[src/design/gewg_pkg.sv]
// Shared package of the grid edge weight generator: widths, payload structs,
// controller states and the command/status bundle between control and datapath.
// No dependencies.
`default_nettype none

package gewg_pkg;

  // Defaults for the top-level size parameters
  localparam int DEF_MAX_WIDTH  = 1024;
  localparam int DEF_MAX_HEIGHT = 1024;

  // Configuration port
  localparam int CFG_W     = 11;
  localparam int CFG_IDX_W = 1;
  localparam logic [CFG_W-1:0] CFG_SIZE_RESET = 11'd1024;

  typedef enum logic [CFG_IDX_W-1:0] {
    REG_IMAGE_WIDTH  = 1'b0,
    REG_IMAGE_HEIGHT = 1'b1
  } reg_idx_e;

  // Payload widths
  localparam int COMP_W = 8;
  localparam int IDX_W  = 20;
  localparam int WT_W   = 13;

  // Distance arithmetic: squares, their sum, Q18.8 radicand and root remainder
  localparam int SQ_W       = 2 * COMP_W;
  localparam int SUM_W      = SQ_W + 2;
  localparam int FRAC_SH    = 8;
  localparam int RAD_W      = 2 * WT_W;
  localparam int REM_W      = WT_W + 3;
  localparam int ROOT_STEPS = WT_W;
  localparam int STEP_W     = $clog2(ROOT_STEPS);
  localparam logic [STEP_W-1:0] STEP_LAST = STEP_W'(ROOT_STEPS - 1);

  typedef struct packed {
    logic [COMP_W-1:0] red;
    logic [COMP_W-1:0] green;
    logic [COMP_W-1:0] blue;
  } pixel_t;

  typedef struct packed {
    logic [IDX_W-1:0] from_index;
    logic [IDX_W-1:0] to_index;
    logic [WT_W-1:0]  weight;
    logic             vertical;
    logic             last_of_pixel;
  } edge_t;

  typedef enum logic [2:0] {
    ST_IDLE,
    ST_SQUARE,
    ST_SUM,
    ST_ROOT,
    ST_EMIT,
    ST_STORE
  } state_e;

  typedef struct packed {
    logic accept;     // latch pixel, read line store
    logic square;     // register component squares and own index
    logic sel_vert;   // neighbor is the pixel above
    logic sum;        // load square root unit
    logic root_step;  // one root digit
    logic emit;       // load result register
    logic last;       // last edge of this pixel
    logic store;      // write line store, left pixel, advance counters
  } dp_cmd_t;

  typedef struct packed {
    logic col_nz;
    logic row_nz;
  } dp_status_t;

  function automatic logic [COMP_W-1:0] abs_diff(input logic [COMP_W-1:0] a,
                                                 input logic [COMP_W-1:0] b);
    abs_diff = (a > b) ? (a - b) : (b - a);
  endfunction

endpackage

`default_nettype wire

[src/design/gewg_ctrl.sv]
// Controller of the grid edge weight generator: sequences accept, distance,
// result and store steps per pixel. Depends on gewg_pkg.
`default_nettype none

module gewg_ctrl (
  input  wire logic                  clk_i,
  input  wire logic                  rst_ni,
  input  wire logic                  in_valid_i,
  output logic                       in_stall_o,
  output logic                       out_valid_o,
  input  wire logic                  out_stall_i,
  input  wire gewg_pkg::dp_status_t  status_i,
  output gewg_pkg::dp_cmd_t          cmd_o
);
  import gewg_pkg::*;

  state_e             state_q, state_d;
  logic               vert_q, vert_d;          // current edge is the vertical one
  logic               need_v_q, need_v_d;      // pixel has an edge from above
  logic               out_full_q, out_full_d;  // result register holds a beat
  logic               out_free;                // result register can take a beat
  logic [STEP_W-1:0]  step_q, step_d;

  assign out_free = !out_full_q || !out_stall_i;

  // Next state
  always_comb begin
    state_d = state_q;
    unique case (state_q)
      ST_IDLE: begin
        if (in_valid_i) begin
          state_d = (status_i.col_nz || status_i.row_nz) ? ST_SQUARE : ST_STORE;
        end
      end
      ST_SQUARE: state_d = ST_SUM;
      ST_SUM:    state_d = ST_ROOT;
      ST_ROOT: begin
        if (step_q == STEP_LAST) begin
          state_d = ST_EMIT;
        end
      end
      ST_EMIT: begin
        if (out_free) begin
          state_d = (!vert_q && need_v_q) ? ST_SQUARE : ST_STORE;
        end
      end
      ST_STORE:  state_d = ST_IDLE;
      default:   state_d = ST_IDLE;
    endcase
  end

  // Edge bookkeeping, result register occupancy and root step count
  always_comb begin
    vert_d     = vert_q;
    need_v_d   = need_v_q;
    out_full_d = out_full_q;
    step_d     = step_q;
    if (state_q == ST_IDLE && in_valid_i) begin
      vert_d   = !status_i.col_nz;
      need_v_d = status_i.row_nz;
    end
    if (state_q == ST_EMIT && out_free) begin
      vert_d     = 1'b1;
      out_full_d = 1'b1;
    end else if (!out_stall_i) begin
      out_full_d = 1'b0;
    end
    if (state_q == ST_SUM) begin
      step_d = '0;
    end else if (state_q == ST_ROOT) begin
      step_d = step_q + STEP_W'(1);
    end
  end

  // Outputs
  always_comb begin
    cmd_o          = '0;
    cmd_o.sel_vert = vert_q;
    cmd_o.last     = vert_q || !need_v_q;
    in_stall_o     = 1'b1;
    out_valid_o    = out_full_q;
    unique case (state_q)
      ST_IDLE: begin
        in_stall_o   = 1'b0;
        cmd_o.accept = in_valid_i;
      end
      ST_SQUARE: cmd_o.square    = 1'b1;
      ST_SUM:    cmd_o.sum       = 1'b1;
      ST_ROOT:   cmd_o.root_step = 1'b1;
      ST_EMIT:   cmd_o.emit      = out_free;
      ST_STORE:  cmd_o.store     = 1'b1;
      default:   cmd_o.accept    = 1'b0;
    endcase
  end

  always_ff @(posedge clk_i or negedge rst_ni) begin
    if (!rst_ni) begin
      state_q    <= ST_IDLE;
      vert_q     <= 1'b0;
      need_v_q   <= 1'b0;
      out_full_q <= 1'b0;
      step_q     <= '0;
    end else begin
      state_q    <= state_d;
      vert_q     <= vert_d;
      need_v_q   <= need_v_d;
      out_full_q <= out_full_d;
      step_q     <= step_d;
    end
  end

endmodule

`default_nettype wire

[config.mk]
export PLATFORM = sky130hd
export DESIGN_NAME = gewg_ctrl
export DESIGN_NICKNAME = d
export VERILOG_FILES = /design/src/design/gewg_pkg.sv /design/src/design/gewg_ctrl.sv
export SDC_FILE = /design/constraint.sdc
export NUM_CORES = 1
export LEC_CHECK = 0
export ABC_AREA = 1
export BUFFER_PORTS_ARGS = -buffer_cell sky130_fd_sc_hd__buf_2
export CAP_MARGIN = 15
export CORE_AREA = 2 2 39 41
export CTS_CLUSTER_DIAMETER = 120
export DETAILED_ROUTE_END_ITERATION = 8
export DIE_AREA = 0 0 41 43
export GPL_ROUTABILITY_DRIVEN = 0
export PLACE_DENSITY_LB_ADDON = 0.25
export SYNTH_ARGS = -nofsm -noshare
export SYNTH_HDL_FRONTEND = slang
export SYNTH_SLANG_ARGS = --single-unit
[constraint.sdc]
create_clock -name clk_i -period 2.25 [get_ports clk_i]
set_clock_uncertainty 0.1 [all_clocks]
set_input_delay 0.225 -clock clk_i [delete_from_list [all_inputs] [get_ports clk_i]]
set_output_delay 0.225 -clock clk_i [all_outputs]
set_load 0.05 [all_outputs]
==> results.md <==
- The effective utilization at floorplan is 0.424.
- The most numerous cell in the Yosys netlist is nand2_1.
- The endpoint type of the worst setup path is an output pin.
- The count of nets after finishing is 104.
- The number of design-rule violations left by the first detailed-router iteration is 12.
- Setup violations remaining at the end of the flow were counted as 0.
- The critical path goes through nor2_4 > nand2_1 > nor2_1 > buf_2.
- The highest attainable clock frequency is 562 MHz.
- The worst hold path begins at status_i[0].
- After detailed routing, the total wire length is 1090 um.
- The worst register-to-register path has a depth of 8.
- The core area is 1380 um^2.
- The first-pass GRT wire length is 1770 um.
- Setup repair after global routing left no endpoint under its margin.
- The count of flip-flops with a built-in enable after synthesis is 0.
- The clock net in this run drives a total of 10 sinks.
- STA classifies the critical path startpoint as a register.
- The number of remaining DRC errors is 0.
- The total track usage is 0.153.
- Of the total power, the share spent switching nets is 0.546.
- The number of global-route vias before repair is 476.
- The die outline height is 43 um.
- After global routing the overflow that remains totals 0.
- The floorplan step defined a die boundary enclosing 1760 um^2.
- The beginning of the worst register-to-register path is step_q[0].
- In the global route stage, met2 resource usage came out at 0.228.
- Of the total power, the clock network draws 0.144.
- The number of antenna repair diodes is 0.
- Dividing the final minimum period by the clock period gives 0.791.
- The family of cells with the greatest summed delay on the critical path is flip-flops.
- At the later pin of the worst-skew pair, clock insertion delay measures 0.27 ns.
- Registers take 250 um^2.
- The flip-flop cell with the highest count after synthesis is dfrtp_1.
- Max-cap violations in this run came to 0.
- The cell at the slowest stage of the critical path is dfrtp_1.
- The clock tree from TritonCTS is done.
- The share of the core filled with cells is 0.515.
- For met3 alone, demand over resource in global routing was 0.0314.
- Clock tree synthesis inserted a total of 3 buffers.
- Yosys mapped the design onto 17 distinct sky130hd cell types.
- The cell chosen for the clock root is clkbuf_4.
- Synthesis produced a netlist with a net count of 85.
- The worst stage delay on the critical path is 0.45 ns.
- No sink is reached through more buffers than the 2 on the longest clock path.
- Summed over all nets, the half-perimeter wirelength after detailed placement is 836 um.
- The number of register bits inferred by synthesis is 10.
- The number of detailed-routing iterations run before antenna repair is 4.
- The flow ran to the end, and the final reports show no timing, DRC or antenna violations.
- The internal cell power is 521 uW.
- The number of top-level design ports is 16.
- The number of instances in the placed design is 106.
- The initial antenna violation count is 0.
- Entering global routing, the biggest net connects 11 pins.
- Excluding fillers, the count of instances in the completed layout stands at 111.
- The power per unit of standard cell area is 1610 nW/um^2.
- The async set or reset register ratio after synthesis is 1.00.
- The number of port buffers is 15.
- Of the cells placed in the final design, the portion with a size suffix greater than 1 is 0.295.
- Dividing the detail-routed via count by the number of cells gives 4.68.
- Of all cell types, the one taking the most synthesized area is dfrtp_1.
- The max-slew violation total from the final report is 0.
- In this run the critical register-to-register path is captured at state_q[2].
- In the post-synthesis netlist, the biggest area contributors are dfrtp_1 43%, nand2_1 13%, inv_1 7.7%, nand3_1 5.1%, ha_1 4.3%.
- The final antenna-violating net count is 0.
- In the final layout, the multi-input gates occupy 269 um^2.
- The die is 41 um wide.
- CTS built an H-tree with a depth of 1.
- The share of synthesized area occupied by flip-flops and latches is 0.426.
- The met1 routing resource usage after global routing is 0.179.
- The total negative slack is 0 ns.
- The gate count after technology mapping is 77.
- The top cell type's share of synthesized area is 0.426.
- The count of fill cells added during filler insertion is 135.
- In this run the cell area of the synthesized design comes to 587 um^2.
- The worst hold path was traced through 3 stages.
- By count the netlist is led by 20 x nand2_1, 12 x inv_1, 10 x dfrtp_1.
- Of the total power, combinational logic draws 0.571.
- The register-to-register setup slack is 0.99 ns.
- The Yosys step of the flow raised 0 warnings.
- Counting I/O delays and the setup requirement, the final critical path takes 1.78 ns.
- For the pin with the worst max-slew slack, the measured transition is 0.296 ns.
- The final-report hold violation count came to 0.
- Of the total power, registers draw 0.286.
- Clock-pin slew was measured on the worst setup and hold paths at 0.07 ns.
- The routed layout has 519 vias.
- The worst slack on hold paths is 0.0657 ns.
- The total chip power is 1.15 mW.
- The path category of the worst min-delay check is primary input to register.
- The maximum net fanout on the critical path is 7.
- The final routed wire length divided by cell count is 9.78 um.
- STA puts the critical path data required time at 1.92 ns.
- The switching power is 626 uW.
- Across the VDD grid, the largest voltage drop is 0.740 mV.
- The number of buffers and inverters on the critical path is 1.
- The layer flagged by global routing as most heavily used is met2.
- The mean area per synthesized cell is 7.62 um^2.
- The type of the setup path with the least slack is register to output pin.
- The endpoint arrival time on the critical path is 1.46 ns.
- The total number of placement rows is 14.
- The worst hold path terminates at need_v_q.
- The static leakage power is 0.421 nW.
- The layout overhead on the synthesized area is 21.5%.
- The worst slew margin relative to its limit is 0.803.
==> registers in the layout (all words and copies together), names as in the netlist <==
| signal | flops |
|---|---|
| vert_q | 1 |
| out_valid_o | 1 |
| state_q | 3 |
| step_q | 4 |
| need_v_q | 1 |
==> cell type report <==
type,count,area share
inverters,14,0.0737
well taps,16,0.0281
multi-input cells,51,0.377
flip-flops and latches,10,0.351
clock buffers,4,0.0509
repair buffers,16,0.119
==> cells in the final DEF (no fill, tap or decap) <==
master	count
nand2_1	20
buf_2	15
inv_1	12
dfrtp_1	10
nand3_1	6
nor2_1	6
o21ai_0	4
nor3_1	3
clkbuf_4	3
nand2_2	2
nor2_4	2
inv_2	2
nand3_2	2
ha_1	2
nor2_2	1
xnor2_1	1
o22ai_1	1
o21ai_1	1
clkbuf_8	1
dlygate4sd3_1	1
==> timing repair <==
action | 4_1_cts | 5_1_grt
setup buffers | 0 | 0
hold endpoints to repair | 10 | 0
hold buffers | 1 | 0
resized for setup | 0 | 0
==> power groups by stage <==
stage	Sequential, mW	Clock [mW]	Combinational [mW]
3_3_place_gp	0.326	0	0.655
2_1_floorplan	0.342	0	0.528
4_1_cts	0.327	0.167	0.661
3_5_place_dp	0.330	0	0.654
5_1_grt	0.338	0.176	0.710
6_report	0.327	0.165	0.654
==> routing by layer <==
metal	routed length, um	vias to the layer above
li1	-	275
met1	499	225
met2	505	15
met3	48	4
met4	32	0
met5	0	-
==> worst max path at each step <==
stage | to | cells past startpoint | slack [ns] | from
2_1_floorplan | state_q[1] | 3 | 0.26 | state_q[2]
3_3_place_gp | cmd_o[2] | 4 | 0.80 | state_q[1]
3_5_place_dp | cmd_o[2] | 4 | 0.79 | state_q[1]
4_1_cts | cmd_o[2] | 4 | 0.49 | state_q[1]
5_1_grt | cmd_o[2] | 4 | 0.41 | state_q[0]
6_report | cmd_o[2] | 4 | 0.47 | state_q[1]
==> through the flow <==
step	area, um^2	worst slack (ns)
6_report	713	0.470
5_1_grt	713	0.407
4_1_cts	713	0.489
3_5_place_dp	667	0.791
3_3_place_gp	667	0.804
2_1_floorplan	587	0.256
==> worst register-to-register path, stage by stage (launching register included) <==
cell,delay [ns]
dfrtp_1,0.38
inv_1,0.11
ha_1,0.16
nand3_1,0.09
nand2_2,0.10
nand2_1,0.05
nor2_1,0.09
nand2_1,0.06
nand2_1,0.05
==> cell families (layout without fill, tap and decap cells) <==
group / Yosys count / count (layout) / share of synthesized area
DFF: 10 / 10 / 0.426
AOI/OAI and AO/OA: 6 / 6 / 0.0533
buffers and inverters: 16 / 34 / 0.115
xor gates and xnor gates: 1 / 1 / 0.0149
adders and majority gates: 2 / 2 / 0.0426
and+or+nand+nor: 42 / 42 / 0.348
No activity file was read; power rests on OpenSTA's default activity.
